**src/hw/rtl/plc_pkg.sv**
```systemverilog
// Shared types and constants of the per-client limit counter.
`timescale 1ns / 1ps
package plc_pkg;

  localparam logic [2:0] OP_ADD   = 3'd0;
  localparam logic [2:0] OP_SUB   = 3'd1;
  localparam logic [2:0] OP_READ  = 3'd2;
  localparam logic [2:0] OP_REG   = 3'd3;
  localparam logic [2:0] OP_UNREG = 3'd4;

  localparam logic [31:0] MAX32 = 32'hFFFF_FFFF;
  localparam logic [31:0] DEFAULT_LIMIT = 32'd10000;

  localparam logic REG_LIMIT  = 1'b0;
  localparam logic REG_ONLINE = 1'b1;

  // Request from the sequencer to the shared divider.
  typedef struct packed {
    logic        start;
    logic [31:0] dividend;
    logic [6:0]  divisor;
  } div_req_t;

  typedef struct packed {
    logic        done;
    logic [31:0] quotient;
  } div_rsp_t;

endpackage

```
**src/hw/rtl/plc_div.sv**
```systemverilog
// Restoring divider, one quotient bit per cycle, used for headroom sharing.
`timescale 1ns / 1ps
module plc_div (
  input  logic              clk,
  input  logic              rst_n,
  input  plc_pkg::div_req_t req,
  output plc_pkg::div_rsp_t rsp
);

  logic [31:0] quo_r, quo_nxt;
  logic [6:0]  rem_r, rem_nxt;
  logic [6:0]  dsr_r, dsr_nxt;
  logic [5:0]  cnt_r, cnt_nxt;
  logic        busy_r, busy_nxt;
  logic        done_r, done_nxt;
  logic [7:0]  trial;

  always_comb begin
    quo_nxt  = quo_r;
    rem_nxt  = rem_r;
    dsr_nxt  = dsr_r;
    cnt_nxt  = cnt_r;
    busy_nxt = busy_r;
    done_nxt = 1'b0;
    trial    = {rem_r, quo_r[31]};
    if (req.start) begin
      quo_nxt  = req.dividend;
      rem_nxt  = '0;
      dsr_nxt  = (req.divisor == 7'd0) ? 7'd1 : req.divisor;
      cnt_nxt  = 6'd32;
      busy_nxt = 1'b1;
    end else if (busy_r) begin
      // The remainder stays below the divisor, so it fits in seven bits.
      if (trial >= {1'b0, dsr_r}) begin
        rem_nxt = 7'(trial - {1'b0, dsr_r});
        quo_nxt = {quo_r[30:0], 1'b1};
      end else begin
        rem_nxt = trial[6:0];
        quo_nxt = {quo_r[30:0], 1'b0};
      end
      cnt_nxt = cnt_r - 6'd1;
      if (cnt_r == 6'd1) begin
        busy_nxt = 1'b0;
        done_nxt = 1'b1;
      end
    end
  end

  always_ff @(posedge clk) begin
    if (!rst_n) begin
      busy_r <= 1'b0;
      done_r <= 1'b0;
      cnt_r  <= '0;
    end else begin
      busy_r <= busy_nxt;
      done_r <= done_nxt;
      cnt_r  <= cnt_nxt;
    end
    quo_r <= quo_nxt;
    rem_r <= rem_nxt;
    dsr_r <= dsr_nxt;
  end

  assign rsp.done     = done_r;
  assign rsp.quotient = quo_r;

endmodule

```
**src/hw/rtl/per_client_limit_counter_top.sv**
```systemverilog
// Top level of the per-client limit counter: slot store, sequencer and ports.
//
//  channel | dir | handshake           | payload
//  in_     | in  | in_tvalid/in_tready | tdata {delta, client_id, opcode}
//  out_    | out | out_tvalid/tready   | tdata {total, success}
//  cfg_    | in  | APB psel/penable    | global_limit, online_clients
//
// After acceptance the item passes S_EXEC; a fast-path add or subtract, register and
// unknown op then go to S_OUT, unregister passes S_FOLD first, and a read walks
// S_FLUSH (one slot summed a cycle). A slow path folds the slot, may flush every slot
// one client per cycle, then runs the shared divider (S_DIV, S_WAIT) until the result.
// The sequencer idles again once the result is taken. in_tready is low while an item
// is at work or its result waits; a stall on out_ holds the result. Reset is synchronous.
`timescale 1ns / 1ps
module per_client_limit_counter_top #(
  parameter int NUM_CLIENTS = 8,
  parameter int LOCAL_BITS  = 16
) (
  input  logic        clk,
  input  logic        rst_n,
  input  logic        in_tvalid,
  output logic        in_tready,
  input  logic [47:0] in_tdata,   // opcode[2:0], client_id[8:3], delta[40:9], zero fill
  output logic        out_tvalid,
  input  logic        out_tready,
  output logic [39:0] out_tdata,  // success[0], total[32:1], zero fill
  input  logic        cfg_psel,
  input  logic        cfg_penable,
  input  logic        cfg_pwrite,
  input  logic [2:0]  cfg_paddr,
  input  logic [31:0] cfg_pwdata,
  output logic [31:0] cfg_prdata,
  output logic        cfg_pready
);

  localparam int IW = (NUM_CLIENTS > 1) ? $clog2(NUM_CLIENTS) : 1;
  localparam logic [31:0] LOCAL_MAX = 32'((64'd1 << LOCAL_BITS) - 64'd1);

  typedef enum logic [7:0] {
    S_IDLE  = 8'b0000_0001,
    S_EXEC  = 8'b0000_0010,
    S_FOLD  = 8'b0000_0100,
    S_CHECK = 8'b0000_1000,
    S_FLUSH = 8'b0001_0000,
    S_DIV   = 8'b0010_0000,
    S_WAIT  = 8'b0100_0000,
    S_OUT   = 8'b1000_0000
  } state_t;

  state_t state_r, state_nxt;

  logic [LOCAL_BITS-1:0] lcnt_r [NUM_CLIENTS];
  logic [LOCAL_BITS-1:0] lres_r [NUM_CLIENTS];
  logic [NUM_CLIENTS-1:0] act_r, act_nxt;
  logic [31:0] gcnt_r, gcnt_nxt, gres_r, gres_nxt;
  logic [31:0] limit_r, limit_nxt;
  logic [6:0]  online_r, online_nxt;

  logic [2:0]  op_r, op_nxt;
  logic [IW-1:0] id_r, id_nxt;
  logic        idok_r, idok_nxt;
  logic [31:0] delta_r, delta_nxt;
  logic        flushed_r, flushed_nxt;
  logic [IW:0] idx_r, idx_nxt;
  logic        succ_r, succ_nxt;
  logic [31:0] total_r, total_nxt;

  // One slot write per cycle.
  logic                  sw_en;
  logic [IW-1:0]         sw_idx;
  logic [LOCAL_BITS-1:0] sw_cnt, sw_res;

  plc_pkg::div_req_t dreq;
  plc_pkg::div_rsp_t drsp;

  plc_div u_div (.clk(clk), .rst_n(rst_n), .req(dreq), .rsp(drsp));

  logic [5:0]  in_id;
  logic [31:0] lc, lr, fl_c, fl_r;
  logic [32:0] usum;
  logic [31:0] room;
  logic [32:0] sum33;
  logic [31:0] cm, half;
  logic [IW-1:0] fidx;
  logic        cfg_wr;

  assign in_id  = in_tdata[8:3];
  assign lc     = 32'(lcnt_r[id_r]);
  assign lr     = 32'(lres_r[id_r]);
  assign fidx   = idx_r[IW-1:0];
  assign fl_c   = 32'(lcnt_r[fidx]);
  assign fl_r   = 32'(lres_r[fidx]);
  assign usum   = {1'b0, gcnt_r} + {1'b0, gres_r};
  assign room   = (usum >= {1'b0, limit_r}) ? 32'd0 : 32'({1'b0, limit_r} - usum);
  assign cfg_wr = cfg_psel && cfg_penable && cfg_pwrite;

  always_comb begin
    state_nxt   = state_r;
    act_nxt     = act_r;
    gcnt_nxt    = gcnt_r;
    gres_nxt    = gres_r;
    op_nxt      = op_r;
    id_nxt      = id_r;
    idok_nxt    = idok_r;
    delta_nxt   = delta_r;
    flushed_nxt = flushed_r;
    idx_nxt     = idx_r;
    succ_nxt    = succ_r;
    total_nxt   = total_r;
    sw_en       = 1'b0;
    sw_idx      = id_r;
    sw_cnt      = '0;
    sw_res      = '0;
    dreq.start    = 1'b0;
    dreq.dividend = room;
    dreq.divisor  = online_r;
    sum33 = '0;
    cm    = '0;
    half  = '0;
    limit_nxt  = limit_r;
    online_nxt = online_r;
    if (cfg_wr) begin
      case (cfg_paddr[2])
        plc_pkg::REG_LIMIT:  limit_nxt  = cfg_pwdata;
        plc_pkg::REG_ONLINE: online_nxt = cfg_pwdata[6:0];
        default: ;
      endcase
    end
    case (state_r)
      S_IDLE: begin
        if (in_tvalid) begin
          op_nxt      = in_tdata[2:0];
          id_nxt      = IW'(in_id);
          idok_nxt    = {26'd0, in_id} < NUM_CLIENTS;
          delta_nxt   = in_tdata[40:9];
          flushed_nxt = 1'b0;
          idx_nxt     = '0;
          total_nxt   = '0;
          succ_nxt    = 1'b1;
          state_nxt   = S_EXEC;
        end
      end
      S_EXEC: begin
        state_nxt = S_OUT;
        case (op_r)
          plc_pkg::OP_ADD: begin
            if (!idok_r) succ_nxt = 1'b0;
            else if (delta_r <= LOCAL_MAX &&
                     ({1'b0, lc} + {1'b0, delta_r}) <= {1'b0, lr}) begin
              sw_en = 1'b1; sw_cnt = LOCAL_BITS'(lc + delta_r); sw_res = lres_r[id_r];
            end else state_nxt = S_FOLD;
          end
          plc_pkg::OP_SUB: begin
            if (!idok_r) succ_nxt = 1'b0;
            else if (delta_r <= lc) begin
              sw_en = 1'b1; sw_cnt = LOCAL_BITS'(lc - delta_r); sw_res = lres_r[id_r];
            end else state_nxt = S_FOLD;
          end
          plc_pkg::OP_READ: begin
            total_nxt = gcnt_r;
            state_nxt = S_FLUSH;
          end
          plc_pkg::OP_REG: if (idok_r) act_nxt[id_r] = 1'b1;
          plc_pkg::OP_UNREG: if (idok_r) begin
            state_nxt = S_FOLD;
          end
          default: ;
        endcase
      end
      S_FOLD: begin
        sum33    = {1'b0, gcnt_r} + {1'b0, lc};
        gcnt_nxt = sum33[32] ? plc_pkg::MAX32 : sum33[31:0];
        gres_nxt = (lr > gres_r) ? 32'd0 : gres_r - lr;
        sw_en    = 1'b1;
        if (op_r == plc_pkg::OP_UNREG) begin
          act_nxt[id_r] = 1'b0;
          state_nxt = S_OUT;
        end else state_nxt = S_CHECK;
      end
      S_CHECK: begin
        if ((op_r == plc_pkg::OP_ADD) ? (room < delta_r) : (gcnt_r < delta_r)) begin
          if (!flushed_r && gres_r != 32'd0) begin
            flushed_nxt = 1'b1;
            idx_nxt     = '0;
            state_nxt   = S_FLUSH;
          end else begin
            succ_nxt  = 1'b0;
            state_nxt = S_OUT;
          end
        end else begin
          if (op_r == plc_pkg::OP_ADD) begin
            sum33    = {1'b0, gcnt_r} + {1'b0, delta_r};
            gcnt_nxt = sum33[32] ? plc_pkg::MAX32 : sum33[31:0];
          end else gcnt_nxt = gcnt_r - delta_r;
          state_nxt = S_DIV;
        end
      end
      S_FLUSH: begin
        // Shared walk: folds slots on the slow path, sums them for a read.
        if (act_r[fidx]) begin
          if (op_r == plc_pkg::OP_READ) begin
            sum33     = {1'b0, total_r} + {1'b0, fl_c};
            total_nxt = sum33[32] ? plc_pkg::MAX32 : sum33[31:0];
          end else begin
            sum33    = {1'b0, gcnt_r} + {1'b0, fl_c};
            gcnt_nxt = sum33[32] ? plc_pkg::MAX32 : sum33[31:0];
            gres_nxt = (fl_r > gres_r) ? 32'd0 : gres_r - fl_r;
            sw_en = 1'b1; sw_idx = fidx;
          end
        end
        idx_nxt = idx_r + 1'b1;
        if (idx_r == (IW+1)'(NUM_CLIENTS - 1))
          state_nxt = (op_r == plc_pkg::OP_READ) ? S_OUT : S_CHECK;
      end
      S_DIV: begin
        dreq.start = 1'b1;
        state_nxt  = S_WAIT;
      end
      S_WAIT: begin
        if (drsp.done) begin
          cm       = (drsp.quotient > LOCAL_MAX) ? LOCAL_MAX : drsp.quotient;
          sum33    = {1'b0, gres_r} + {1'b0, cm};
          gres_nxt = sum33[32] ? plc_pkg::MAX32 : sum33[31:0];
          half     = {1'b0, cm[31:1]};
          if (half > gcnt_r) half = gcnt_r;
          gcnt_nxt = gcnt_r - half;
          sw_en = 1'b1; sw_cnt = LOCAL_BITS'(half); sw_res = LOCAL_BITS'(cm);
          state_nxt = S_OUT;
        end
      end
      S_OUT: if (out_tready) state_nxt = S_IDLE;
      default: state_nxt = S_IDLE;
    endcase
  end

  always_ff @(posedge clk) begin
    if (!rst_n) begin
      state_r  <= S_IDLE;
      act_r    <= '0;
      gcnt_r   <= '0;
      gres_r   <= '0;
      limit_r  <= plc_pkg::DEFAULT_LIMIT;
      online_r <= 7'd1;
      for (int k = 0; k < NUM_CLIENTS; k++) begin
        lcnt_r[k] <= '0;
        lres_r[k] <= '0;
      end
    end else begin
      state_r  <= state_nxt;
      act_r    <= act_nxt;
      gcnt_r   <= gcnt_nxt;
      gres_r   <= gres_nxt;
      limit_r  <= limit_nxt;
      online_r <= online_nxt;
      if (sw_en) begin
        lcnt_r[sw_idx] <= sw_cnt;
        lres_r[sw_idx] <= sw_res;
      end
    end
    op_r      <= op_nxt;
    id_r      <= id_nxt;
    idok_r    <= idok_nxt;
    delta_r   <= delta_nxt;
    flushed_r <= flushed_nxt;
    idx_r     <= idx_nxt;
    succ_r    <= succ_nxt;
    total_r   <= total_nxt;
  end

  assign in_tready  = (state_r == S_IDLE);
  assign out_tvalid = (state_r == S_OUT);
  assign out_tdata  = {7'd0, total_r, succ_r};
  assign cfg_pready = 1'b1;
  assign cfg_prdata = cfg_paddr[2] ? {25'd0, online_r} : limit_r;

endmodule

```
**config.mk**
```make
export PLATFORM = sky130hd
export DESIGN_NAME = per_client_limit_counter_top
export DESIGN_NICKNAME = d
export VERILOG_FILES = /design/src/hw/rtl/plc_pkg.sv /design/src/hw/rtl/plc_div.sv /design/src/hw/rtl/per_client_limit_counter_top.sv
export SDC_FILE = /design/constraint.sdc
export NUM_CORES = 2
export LEC_CHECK = 0
export CAP_MARGIN = 20
export CORE_ASPECT_RATIO = 1.25
export CORE_UTILIZATION = 50
export CTS_BUF_LIST = sky130_fd_sc_hd__clkbuf_8
export DETAILED_ROUTE_END_ITERATION = 8
export DONT_BUFFER_PORTS = 1
export MAX_ROUTING_LAYER = met4
export PLACE_DENSITY = 0.7
export SYNTH_ARGS = -nofsm -noshare
export SYNTH_HDL_FRONTEND = slang
export SYNTH_HIERARCHICAL = 1
export SYNTH_SLANG_ARGS = --single-unit
```
**constraint.sdc**
```tcl
create_clock -name clk -period 13.9 [get_ports clk]
set_input_delay 0.695 -clock clk [delete_from_list [all_inputs] [get_ports clk]]
set_output_delay 0.695 -clock clk [all_outputs]
set_load 0.05 [all_outputs]
```
==> key figures <==
Setup path
  – CP endpoint: gcnt_r[22]$_SDFFE_PN0P_
  – Worst Setup SP: gcnt_r[1]$_SDFFE_PN0P_
  – R2R setup slack: 4220 ps
  – Crit path launch type: register
  – Kind of critical path: reg -> reg
  – Crit-path max cell delay: 830 ps
  – RR Startpoint: gcnt_r[1]$_SDFFE_PN0P_
  – Worst R2R Path Depth: 36
  – Worst path arrival time: 10,260 ps
  – CP required: 14,470 ps
  – Crit-path max FO: 33
  – Worst R2R End: gcnt_r[22]$_SDFFE_PN0P_
  – CP Capture Type: register
  – Slowest CP cell: o21a_1

Power
  – Reg power frac: 36.6%
  – Pwr per Cell Area: 108 nW/µm²
  – Clock share of power: 28.6%
  – Switching part of the total: 38.1%
  – Leak Pwr: 18.8 nW
  – P_int: about 3.2 mW
  – Net Switching: 1.95 mW
  – Max VDD drop: 0.0000841 V
  – Combinational share of power: between 30% and 40%

STA
  – Min Clock Period, post-route: 9680 ps
  – Worst Tran Pin Value: ~1200 ps
  – RSZ-0062 raised after global routing: no
  – # setup viols final: 0
  – Final hold violations: 0
  – Fin Hold WS: just under 40 ps
  – Post-route clock period utilization: 69.7%
  – Slew Viols, Final: 0
  – Fmax: 0.103 GHz
  – Final Skew: about 40 ps
  – Worst setup margin: 4220 ps
  – Slew headroom: 20.7%
  – Setup TNS Final: 0 ps

Global routing
  – Grt ovf: 0
  – Vias in the first global route: 37.4k
  – First-pass GRT wire length: 231 mm
  – Pin count of the biggest net entering global routing: 65
  – Initial antenna violation count: 2
  – GRT Util Overall: 35.6%

Yosys
  – Synthesized cell area: 44,100 µm²
  – Yosys cell types: 112
  – Async SR Flop Fraction: 0%
  – Ys Warns: 6
  – Post-synthesis sequential area ratio: between 30% and 40%
  – Synth top area cells: edfxtp_1, ha_1, mux4_2
  – Top FF cell, synth: edfxtp_1
  – Number of synthesized flops with an enable pin: 372
  – FF+latch count, synth: 512
  – Yosys top cell area share: 25.4%
  – Syn Area/Cell: 9.13 µm²
  – Yosys top cell by area: edfxtp_1
  – Post-Syn Instances: 4,825

Clock network
  – CTS Buf Count: 88
  – Root Buffer: clkbuf_8
  – CTS tree: yes
  – Post-CTS sizing: 0
  – Clock sink count: 512
  – Clock transition at path regs: about 80 ps
  – Worst-Skew Late Latency: 750 ps
  – CTS Buffer Depth: 3
  – CTS H-Tree Depth: 3

Drt
  – Drt first pass iters: 6
  – DR vias: between 30k and 40k
  – Antenna-violating nets left: 0
  – First-iteration detailed-routing DRC count: between 4k and 5k
  – DRC: 0
  – Drt total wl: 157 mm
  – Wirelength per Cell: 26.1 µm
  – DR vias/cell: about 6.5

Run
  – Max-Cap Viols: 0

Floorplanning
  – Die ar.: 89,300 µm²
  – Core area: 87,200 µm²
  – Die Span X: 268 µm
  – Ports: 165
  – Die Y: 334 µm
  – Initial core utilization: 50.5%
  – Rows: 121

Placed design
  – Final GP Congestion: 1.05
  – Count of input and output buffers: 0
  – Place WS: 4400 ps
  – Detailed placer's ending HPWL: 117 mm

Min path
  – Class of the worst hold path: in -> reg

Cells and area
  – Final net count: 5,344
  – Fillers: 7,986
  – Commonest cells after routing, fill and taps aside: nor2_1, ha_1, a21oi_1, edfxtp_1, nand2_1
  – Synth-to-Final Area Change: 7.15%
  – Share of post-route cells with drive strength above 1: 10.1%
  – Commonest non-fill, non-tap cell in the layout: nor2_1

Run status
  – Status: completed
sequential cells by signal, indices dropped and copies added, names as in the netlist, 3 cells and up, named ones only:
signal and count:
state_r 8, u_div/cnt_r 6, delta_r 32, lres_r 128, gres_r 32, u_div/rem_r 7
idx_r 4, total_r 32, u_div/quo_r 32, op_r 3, lcnt_r 128, gcnt_r 32
id_r 3, online_r 7, u_div/dsr_r 7, limit_r 32
power by group through the flow:
stage	Clock, mW	Combinational (mW)	Sequential, mW
floorplan	0	1.30	1.82
detailed placement	0	1.73	1.90
CTS	1.48	1.74	1.87
global placement	0	1.71	1.90
global route	1.53	1.90	1.89
finish	1.46	1.78	1.87
routing by layer:
metal / track usage (%) / part of all wire [%]
met5: - / 0
met2: 55.4 / 46
met3: 5.59 / 8.2
met4: 27.4 / 8.6
met1: 41.1 / 38
final cells by class:
cell class / instances / area (µm²) / area share [%]
Antenna cell: 2 / 5.00 / 0.0106
Tap cell: 1168 / 1460 / 3.10
Timing Repair Buffer: 77 / 633 / 1.34
Clock buffer: 93 / 1280 / 2.71
Clock inverter: 69 / 519 / 1.10
Inverter: 264 / 991 / 2.10
Multi-Input combinational cell: 3853 / 28300 / 60.0
Sequential cell: 512 / 14000 / 29.6
how the worst min path moves through the flow:
stage,startpoint,cells after the start,end
2_1_floorplan,limit_r[31]$_SDFFE_PN0P_,2,limit_r[31]$_SDFFE_PN0P_
3_3_place_gp,limit_r[31]$_SDFFE_PN0P_,2,limit_r[31]$_SDFFE_PN0P_
3_5_place_dp,limit_r[31]$_SDFFE_PN0P_,2,limit_r[31]$_SDFFE_PN0P_
4_1_cts,in_tdata[29],0,delta_r[20]$_DFFE_PP_
5_1_grt,in_tdata[29],0,delta_r[20]$_DFFE_PP_
6_report,in_tdata[29],0,delta_r[20]$_DFFE_PP_
logic make-up (layout without fill, tap and decap cells):
| family | Yosys count | after routing | synth area share (%) |
|---|---|---|---|
| buffers and inverters | 498 | 503 | 4.46 |
| other | 2 | 42 | 0.0170 |
| and+or+nand+nor | 1471 | 1471 | 15.6 |
| muxes | 263 | 263 | 9.82 |
| adders and majority gates | 458 | 458 | 13.2 |
| DFF | 512 | 512 | 31.7 |
| AOI/OAI and AO/OA | 1392 | 1392 | 20.6 |
| xor gates and xnor gates | 229 | 229 | 4.55 |
cells in the mapped netlist, types with 62 or more instances:
library cell,number
mux2i_1,80
mux4_2,130
dfxtp_1,140
nand3_1,76
a21o_1,123
o21ai_0,313
inv_1,261
xor2_1,77
ha_1,444
nor3_1,88
nand2b_1,62
nor2_1,590
a21oi_1,400
edfxtp_1,372
nand2_1,335
xnor2_1,152
clkbuf_1,164
stage by stage:
stage | utilization (%) | area, µm² | std cells | power, mW
6_report | 54.1 | 47200 | 6038 | 5.12
5_1_grt | 54.1 | 47200 | 6038 | 5.32
4_1_cts | 54.1 | 47100 | 6033 | 5.10
3_5_place_dp | 52.0 | 45300 | 5870 | 3.64
3_3_place_gp | 52.0 | 45300 | 5870 | 3.61
2_1_floorplan | - | 44200 | 4863 | 3.13
critical path, delay by kind of cell, from the launching register on:
kind	cells	cell delay [ps]
flip-flops	1	680
adder cells (fa/ha/maj)	3	1040
AO/OA/AOI/OAI	22	5190
AND/OR/NAND/NOR	8	1770
buffers and inverters	2	680
XOR/XNOR	1	160
what timing repair did:
action	in CTS	in global routing
buffers inserted	0	0
endpoints found under the hold margin	1	0
hold buffers	1	0
setup endpoints to repair	0	0
(Power assumes the default switching activity.)
